===== src/assert_macros.svh =====
// Assertion helpers shared by the RTL modules.
// Every macro expects signals named clk and arst_n in the using module.
`ifndef ASSERT_MACROS_SVH
`define ASSERT_MACROS_SVH

// Condition must hold at every clock edge out of reset.
`define ASSERT_ALWAYS(lbl, cond, msg) \
	lbl: assert property (@(posedge clk) disable iff (!arst_n) (cond)) else $error(msg);

// Antecedent in this cycle implies the consequent in the next cycle.
`define ASSERT_NEXT(lbl, pre, post, msg) \
	lbl: assert property (@(posedge clk) disable iff (!arst_n) (pre) |=> (post)) \
		else $error(msg);

// Antecedent implies the consequent in the same cycle.
`define ASSERT_IMPLIES(lbl, pre, post, msg) \
	lbl: assert property (@(posedge clk) disable iff (!arst_n) (pre) |-> (post)) \
		else $error(msg);

`endif


===== src/mlp_pkg.sv =====
package mlp_pkg;

	localparam int NUM_KEYS = 10;

	// Characters of interest
	localparam logic [7:0] CH_SPACE = 8'h20;
	localparam logic [7:0] CH_EQ    = 8'h3D;
	localparam logic [7:0] CH_LF    = 8'h0A;
	localparam logic [7:0] CH_CR    = 8'h0D;
	localparam logic [7:0] CH_ZERO  = 8'h30;
	localparam logic [7:0] CH_NINE  = 8'h39;

	// Prefix tracking: 0..6 inside the prefix, 7 wants a space, 8 in the body
	localparam logic [55:0] PREFIX_STR = "METRICS";
	localparam logic [3:0]  PREFIX_LEN = 4'd7;
	localparam logic [3:0]  POS_BODY   = 4'd8;

	// Key table, in output field order; strings right-aligned in 16 bytes
	localparam logic [127:0] KEY_STR [NUM_KEYS] = '{
		{"uptime", "_sec"}, "active", "accepted", "disconnected", "devices",
		"received", {"ack", "_sent"}, {"parse", "_errors"}, {"broadcast", "_errors"},
		{"msg_per", "_sec"}
	};
	localparam logic [4:0] KEY_LEN [NUM_KEYS] = '{
		5'd10, 5'd6, 5'd8, 5'd12, 5'd7, 5'd8, 5'd8, 5'd12, 5'd16, 5'd11
	};

	typedef enum logic [1:0] {
		PH_GAP = 2'd0,
		PH_KEY = 2'd1,
		PH_EQ  = 2'd2,
		PH_VAL = 2'd3
	} phase_t;

	typedef struct packed {
		logic [3:0]                 prefix_pos;
		phase_t                     phase;
		logic [4:0]                 key_len;
		logic [NUM_KEYS-1:0]        cand;
		logic [63:0]                acc;
		logic                       val_bad;
		logic                       failed;
		logic [NUM_KEYS-1:0][63:0]  vals;
	} parse_state_t;

	// Line end handed to the tail pipeline: state plus up to three bytes
	typedef struct packed {
		parse_state_t     st;
		logic [2:0][7:0]  bytes;
		logic [1:0]       count;
	} tail_item_t;

	function automatic parse_state_t init_state();
		parse_state_t r;
		r.prefix_pos = '0;
		r.phase      = PH_GAP;
		r.key_len    = '0;
		r.cand       = '1;
		r.acc        = '0;
		r.val_bad    = 1'b0;
		r.failed     = 1'b0;
		r.vals       = '0;
		return r;
	endfunction

	function automatic logic [7:0] prefix_byte(logic [2:0] pos);
		logic [2:0] sel;
		sel = 3'd6 - pos;
		return PREFIX_STR[{sel, 3'b000} +: 8];
	endfunction

	// Character i of key k; only meaningful for i below the key length
	function automatic logic [7:0] key_byte(int k, logic [3:0] i);
		logic [3:0] idx;
		idx = 4'(KEY_LEN[k] - 5'd1 - {1'b0, i});
		return KEY_STR[k][{idx, 3'b000} +: 8];
	endfunction

	function automatic parse_state_t key_char(parse_state_t s, logic [7:0] b);
		parse_state_t r;
		r = s;
		for (int k = 0; k < NUM_KEYS; k++) begin
			if (s.cand[k] && (s.key_len >= KEY_LEN[k] || key_byte(k, s.key_len[3:0]) != b))
				r.cand[k] = 1'b0;
		end
		if (s.key_len != 5'd31)
			r.key_len = s.key_len + 5'd1;
		return r;
	endfunction

	function automatic parse_state_t end_token(parse_state_t s);
		parse_state_t r;
		logic found;
		r = s;
		found = 1'b0;
		if (s.phase == PH_KEY || s.phase == PH_EQ) begin
			r.failed = 1'b1;
		end else if (s.phase == PH_VAL && s.cand != '0) begin
			if (s.val_bad) begin
				r.failed = 1'b1;
			end else begin
				for (int k = 0; k < NUM_KEYS; k++) begin
					if (s.cand[k] && !found) begin
						r.vals[k] = s.acc;
						found = 1'b1;
					end
				end
			end
		end
		r.phase = PH_GAP;
		return r;
	endfunction

	function automatic parse_state_t process_byte(parse_state_t s, logic [7:0] b);
		parse_state_t r;
		logic [67:0] prod;
		logic [NUM_KEYS-1:0] exact;
		r = s;
		prod = '0;
		exact = '0;
		if (!s.failed) begin
			if (s.prefix_pos < PREFIX_LEN) begin
				if (b == prefix_byte(s.prefix_pos[2:0]))
					r.prefix_pos = s.prefix_pos + 4'd1;
				else
					r.failed = 1'b1;
			end else if (s.prefix_pos == PREFIX_LEN) begin
				if (b == CH_SPACE)
					r.prefix_pos = POS_BODY;
				else
					r.failed = 1'b1;
			end else if (b == CH_SPACE) begin
				r = end_token(s);
			end else begin
				case (s.phase)
					PH_GAP: begin
						if (b == CH_EQ) begin
							r.failed = 1'b1;
						end else begin
							r.phase   = PH_KEY;
							r.key_len = '0;
							r.cand    = '1;
							r = key_char(r, b);
						end
					end
					PH_KEY: begin
						if (b == CH_EQ) begin
							for (int k = 0; k < NUM_KEYS; k++)
								exact[k] = s.cand[k] && (s.key_len == KEY_LEN[k]);
							r.cand    = exact;
							r.phase   = PH_EQ;
							r.acc     = '0;
							r.val_bad = 1'b0;
						end else begin
							r = key_char(s, b);
						end
					end
					default: begin
						r.phase = PH_VAL;
						if (s.cand != '0 && !s.val_bad) begin
							if (b >= CH_ZERO && b <= CH_NINE) begin
								// acc*10 + digit, exact in 68 bits
								prod = 68'({s.acc, 3'b000}) + 68'({s.acc, 1'b0})
									+ 68'(b - CH_ZERO);
								if (prod[67:64] != 4'd0)
									r.val_bad = 1'b1;
								else
									r.acc = prod[63:0];
							end else begin
								r.val_bad = 1'b1;
							end
						end
					end
				endcase
			end
		end
		return r;
	endfunction

	function automatic parse_state_t finish_line(parse_state_t s);
		parse_state_t r;
		r = s;
		if (!s.failed) begin
			if (s.prefix_pos < PREFIX_LEN)
				r.failed = 1'b1;
			else
				r = end_token(s);
		end
		return r;
	endfunction

endpackage


===== src/mlp_in_if.sv =====
interface mlp_in_if;
	logic       valid;
	logic       ready;
	logic [7:0] data_byte;
	logic       last_byte;

	modport source (output valid, output data_byte, output last_byte, input ready);
	modport sink   (input valid, input data_byte, input last_byte, output ready);
endinterface


===== src/mlp_front.sv =====
`include "assert_macros.svh"

module mlp_front (
	input  logic               clk,
	input  logic               arst_n,
	mlp_in_if.sink             line_ch,
	input  logic               advance,
	output logic               cap_valid,
	output mlp_pkg::tail_item_t cap_item
);

	logic [7:0]            held_q [2];
	logic [1:0]            held_cnt_q;
	mlp_pkg::parse_state_t st_q;
	logic                  accept;
	logic [2:0][7:0]       tb;
	logic [1:0]            n;

	assign line_ch.ready = advance;
	assign accept = line_ch.valid && line_ch.ready;

	// Gather the line tail and strip one LF, then one CR
	always_comb begin
		tb = '0;
		n  = 2'd1;
		case (held_cnt_q)
			2'd0: begin
				tb[0] = line_ch.data_byte;
				n = 2'd1;
			end
			2'd1: begin
				tb[0] = held_q[0];
				tb[1] = line_ch.data_byte;
				n = 2'd2;
			end
			default: begin
				tb[0] = held_q[0];
				tb[1] = held_q[1];
				tb[2] = line_ch.data_byte;
				n = 2'd3;
			end
		endcase
		if (tb[n - 2'd1] == mlp_pkg::CH_LF)
			n = n - 2'd1;
		if (n != 2'd0 && tb[n - 2'd1] == mlp_pkg::CH_CR)
			n = n - 2'd1;
	end

	assign cap_valid      = accept && line_ch.last_byte;
	assign cap_item.st    = st_q;
	assign cap_item.bytes = tb;
	assign cap_item.count = n;

	// Held-byte count and running parse state
	always_ff @(posedge clk or negedge arst_n) begin
		if (!arst_n) begin
			held_cnt_q <= 2'd0;
			st_q       <= mlp_pkg::init_state();
		end else if (accept) begin
			if (line_ch.last_byte) begin
				held_cnt_q <= 2'd0;
				st_q       <= mlp_pkg::init_state();
			end else if (held_cnt_q == 2'd2) begin
				st_q <= mlp_pkg::process_byte(st_q, held_q[0]);
			end else begin
				held_cnt_q <= held_cnt_q + 2'd1;
			end
		end
	end

	// Two-byte hold line
	always_ff @(posedge clk) begin
		if (accept && !line_ch.last_byte) begin
			if (held_cnt_q == 2'd2) begin
				held_q[0] <= held_q[1];
				held_q[1] <= line_ch.data_byte;
			end else begin
				held_q[held_cnt_q[0]] <= line_ch.data_byte;
			end
		end
	end

	`ASSERT_ALWAYS(a_held_cnt_max, held_cnt_q != 2'd3, "held count above two")
	`ASSERT_NEXT(a_held_clear, accept && line_ch.last_byte, held_cnt_q == 2'd0,
		"held bytes not cleared after line end")

endmodule


===== src/flat_wrapper.sv =====
// flat-port wrapper written by rule: the top's interface ports become plain ports
module mlp_front_flat 
  (clk, arst_n, advance, cap_valid, cap_item, line_ch_valid, line_ch_data_byte, line_ch_last_byte, line_ch_ready);
  mlp_in_if line_ch_i ();
  input  logic clk;
  input  logic arst_n;
  input  logic advance;
  output logic cap_valid;
  output mlp_pkg::tail_item_t cap_item;
  input wire logic [$bits(line_ch_i.valid)-1:0] line_ch_valid;
  input wire logic [$bits(line_ch_i.data_byte)-1:0] line_ch_data_byte;
  input wire logic [$bits(line_ch_i.last_byte)-1:0] line_ch_last_byte;
  output wire logic [$bits(line_ch_i.ready)-1:0] line_ch_ready;
  assign line_ch_i.valid = line_ch_valid;
  assign line_ch_i.data_byte = line_ch_data_byte;
  assign line_ch_i.last_byte = line_ch_last_byte;
  assign line_ch_ready = line_ch_i.ready;
  mlp_front u_core (.clk(clk), .arst_n(arst_n), .line_ch(line_ch_i), .advance(advance), .cap_valid(cap_valid), .cap_item(cap_item));
endmodule

===== config.mk =====
export PLATFORM = sky130hd
export DESIGN_NAME = mlp_front_flat
export DESIGN_NICKNAME = d
export VERILOG_FILES = /design/src/mlp_pkg.sv /design/src/mlp_in_if.sv /design/src/mlp_front.sv /design/src/flat_wrapper.sv
export VERILOG_INCLUDE_DIRS = /design/src /design/src/src
export SDC_FILE = /design/constraint.sdc
export NUM_CORES = 2
export LEC_CHECK = 0
export ABC_AREA = 0
export BUFFER_PORTS_ARGS = -buffer_cell sky130_fd_sc_hd__buf_2
export CORE_MARGIN = 2
export CORE_UTILIZATION = 30
export CTS_BUF_LIST = sky130_fd_sc_hd__clkbuf_2 sky130_fd_sc_hd__clkbuf_4 sky130_fd_sc_hd__clkbuf_8
export DETAILED_ROUTE_END_ITERATION = 8
export GPL_TIMING_DRIVEN = 0
export PLACE_DENSITY_LB_ADDON = 0.25
export SYNTH_ARGS = -nofsm -noshare
export SYNTH_HDL_FRONTEND = slang
export SYNTH_SLANG_ARGS = --single-unit
export TNS_END_PERCENT = 10

===== constraint.sdc =====
create_clock -name clk -period 17.97 [get_ports clk]
set_input_delay 0.8985 -clock clk [delete_from_list [all_inputs] [get_ports clk]]
set_output_delay 0.8985 -clock clk [all_outputs]
set_load 0.02 [all_outputs]

==> flow_metrics.env <==
export IMPL_synth_cell_types=99
export IMPL_synth_area_um2=37200
export IMPL_syn_inst=3009
export IMPL_yosysSeqAreaShare_pct=50.4
export IMPL_htree_levels=4
export IMPL_cts_resized=0
export IMPL_area_growth_pct=24.8
export IMPL_final_nets=4122
export IMPL_crit_arrival_ns=7.82
export IMPL_p_total_uw=4420
export IMPL_synth_top_cell_area_share_pct=48.4
export IMPL_ant_nets=0
export IMPL_outcome="finished clean"
export IMPL_die_height_um=356
export IMPL_vias=27500
export IMPL_worstPathCellList="clkbuf_1 -> buf_1 -> nor3_2 -> buf_6 -> buf_6 -> fa_1 -> ha_1 -> clkbuf_1 -> nand4_1 -> nor4_1 -> nand4_1 -> a2111oi_1 -> or2b_1 -> a21boi_1 -> nor4b_2 -> buf_2 -> a32o_1"
export IMPL_syn_area_per_cell_um2=12.4
export IMPL_grt_max_degree=116
export IMPL_async_flop_share_pct=97.9
export IMPL_post_dp_hpwl_um=99200
export IMPL_max_slew_margin_pct=15.4
export IMPL_dr_first_iter_drc_count=1579
export IMPL_design_area_um2=46400
export IMPL_clock_sinks=745
export IMPL_layout_worst_path_cycle_share_pct=39.2
export IMPL_gp_congestion=0.882
export IMPL_std_cell_rows=129
export IMPL_crit_path_end_kind="flop"
export IMPL_cts_reportedPaths_clkPinSlew_ns=0.06
export IMPL_p_leak_uw=0.0248
export IMPL_use_met2_pct=33.4
export IMPL_wl_per_cell_um=23.4
export IMPL_finalSetupViolCount=0
export IMPL_fin_util_pct=37.6
export IMPL_dpl_instance_area_um2=43600
export IMPL_grtUsageTotal_pct=20.5
export IMPL_clockBufferDepth=3
export IMPL_drc=0
export IMPL_hold_class="input pin to flop"
export IMPL_n_fill_cell=12400
export IMPL_crit_family="simple AND/OR/NAND/NOR gates"
export IMPL_antenna_found_initial=10
export IMPL_synth_seq_cells=745
export IMPL_drt_pass1_iterations=5
export IMPL_fin_crit_ns=7.04
export IMPL_drv_slew=0
export IMPL_yosys_top_cells_area="dfrtp_1 48%, mux2_2 18%, ha_1 3.7%, fa_1 3.4%, a21oi_1 1.9%"
export IMPL_ios=768
export IMPL_max_slew_worst_pin_slew_ns=1.27
export IMPL_top_usage_layer="met2"
export IMPL_cts_buffers=138
export IMPL_synth_area_leader_cell="dfrtp_1"
export IMPL_max_stage_delay_ns=1.04
export IMPL_synth_edf_count=16
export IMPL_grt_overflow_total=0
export IMPL_max_freq_mhz=142
export IMPL_worstSetupStartpointType="flop"
export IMPL_syn_nets=3195
export IMPL_cp_max_fo=11
export IMPL_fin_skew_ns=0.0542
export IMPL_coreArea_um2=123000
export IMPL_crit_required_ns=18.75
export IMPL_die_area_um2=127000
export IMPL_via_per_inst=4.86
export IMPL_clk_latency_ns=0.88
export IMPL_cp_num_buf_inv=6
export IMPL_grt_util_met1_pct=26.2
export IMPL_initial_core_util_pct=30.2
export IMPL_drv_cap=0
export IMPL_worst_path_max_delay_cell="nor4b_2"
export IMPL_hold_viol=0
export IMPL_peakVddDrop_mv=0.0749
export IMPL_port_buffer_count=767
export IMPL_grt_pass1_vias=27500
export IMPL_cts_tree="yes"
export IMPL_grt_setup_unrepaired="no"
export IMPL_grt_pass1_wl_um=192000
export IMPL_die_width_um=356
export IMPL_power_density_nw_per_um2=95.2
export IMPL_synth_ff_type="dfrtp_1"
export IMPL_wl_um=132000
export IMPL_drive_above_1_share_pct=44.1
export IMPL_ys_warn_count=0
export IMPL_grt_use_met3_pct=5.00
export IMPL_cts_root_buf="clkbuf_8"
export IMPL_crit_type="flop to flop"
-- cell usage after synthesis, types with 43 or more instances --
cell / n
clkbuf_1: 55
mux2_2: 611
nand4_1: 43
buf_1: 69
a21oi_1: 138
a22o_1: 59
mux2_1: 48
nand2_1: 125
xnor2_1: 73
ha_1: 110
dfrtp_1: 719
inv_1: 70
buf_2: 80
nor2_1: 123
fa_1: 63
and2_1: 79
o21ai_0: 91
-- worst paths after layout --
check | from | endpoint | slack, ns | cells past startpoint
max | u_core.held_q[0][6]$_DFFE_PP_ | u_core.cap_item[672]$_DFFE_PN0P_ | 10.93 | 17
min | line_ch_data_byte[3] | u_core.held_q[1][3]$_DFFE_PP_ | 0.26 | 1
max reg2reg | u_core.held_q[0][6]$_DFFE_PP_ | u_core.cap_item[672]$_DFFE_PN0P_ | 10.93 | 17
min reg2reg | u_core.cap_item[75]$_DFFE_PN0P_ | u_core.cap_item[75]$_DFFE_PN0P_ | 0.48 | 1
max in group asynchronous | arst_n | u_core.cap_item[529]$_DFFE_PN0P_ | 15.26 | 6
min in group asynchronous | arst_n | u_core.cap_item[157]$_DFFE_PN0P_ | 0.66 | 3
-- repair_timing --
action / CTS / global route
hold buffers: 1 / 0
endpoints found under the hold margin: 10 / 0
setup buffers: 0 / 0
-- flip-flops by register name, summed over array words and instances, names as in the netlist --
register	count
u_core.held_cnt_q	2
u_core.cap_item	727
u_core.held_q	16
-- metrics by stage --
stage          instances  hold WS, ns  setup WS [ns]  TNS [ns]
2_1_floorplan       3009        0.497           7.99         0
3_3_place_gp        5413        0.461         -0.496   -186.24
3_5_place_dp        5432        0.469          10.97         0
4_1_cts             5663        0.109          10.88         0
5_1_grt             5664        0.169          10.54         0
6_report            5669        0.262          10.93         0
-- cell type report --
type / count / area, um2 / area share, %
tap: 1637 / 2050 / 4.41
inverter: 74 / 278 / 0.598
clock buffer: 196 / 2470 / 5.33
clock inverter: 34 / 357 / 0.768
multi-input combinational: 1974 / 17300 / 37.2
sequential: 745 / 18700 / 40.4
timing repair buffer: 787 / 4260 / 9.17
antenna: 6 / 15.0 / 0.0323
buffer: 216 / 977 / 2.10
-- where the power goes --
group / internal (uW) / switching (uW)
Combinational: 311 / 605
Sequential: 1730 / 73.7
Clock: 926 / 777
Total: 2960 / 1460
-- cell families after synthesis --
group           share of synthesized area [%]
flops                                    50.4
simple gates                             7.32
mux                                      20.4
fa+ha+maj                                7.09
xor+xnor                                 2.66
buf+inv                                  3.37
compound gates                           8.75
-- layer usage --
layer / wire length [um] / vias to the layer above
li1: - / 12600
met1: 56900 / 13800
met2: 62600 / 875
met3: 7710 / 233
met4: 5160 / 2
met5: 13 / -
-- worst register-to-register path: cells and delay by family, from the launching register on --
family | cells | cell delay, ns
and+or+nand+nor | 6 | 2.93
DFF | 1 | 0.35
adders and majority gates | 2 | 0.71
AOI/OAI and AO/OA | 3 | 1.05
buffers and inverters | 6 | 1.91
-- cells in the final DEF (no fill, tap or decap), drive strengths merged, types with 25 or more instances in the layout --
master / count
a21o: 28
a21oi: 145
a22o: 59
and2: 81
buf: 945
clkbuf: 253
clkinv: 25
dfrtp: 719
fa: 63
ha: 110
inv: 77
mux2: 659
nand2: 126
nand3: 37
nand4: 43
nor2: 123
nor3: 34
o21ai: 99
xnor2: 73
xor2: 40
Note: power is estimated with default switching activity, not from simulation.
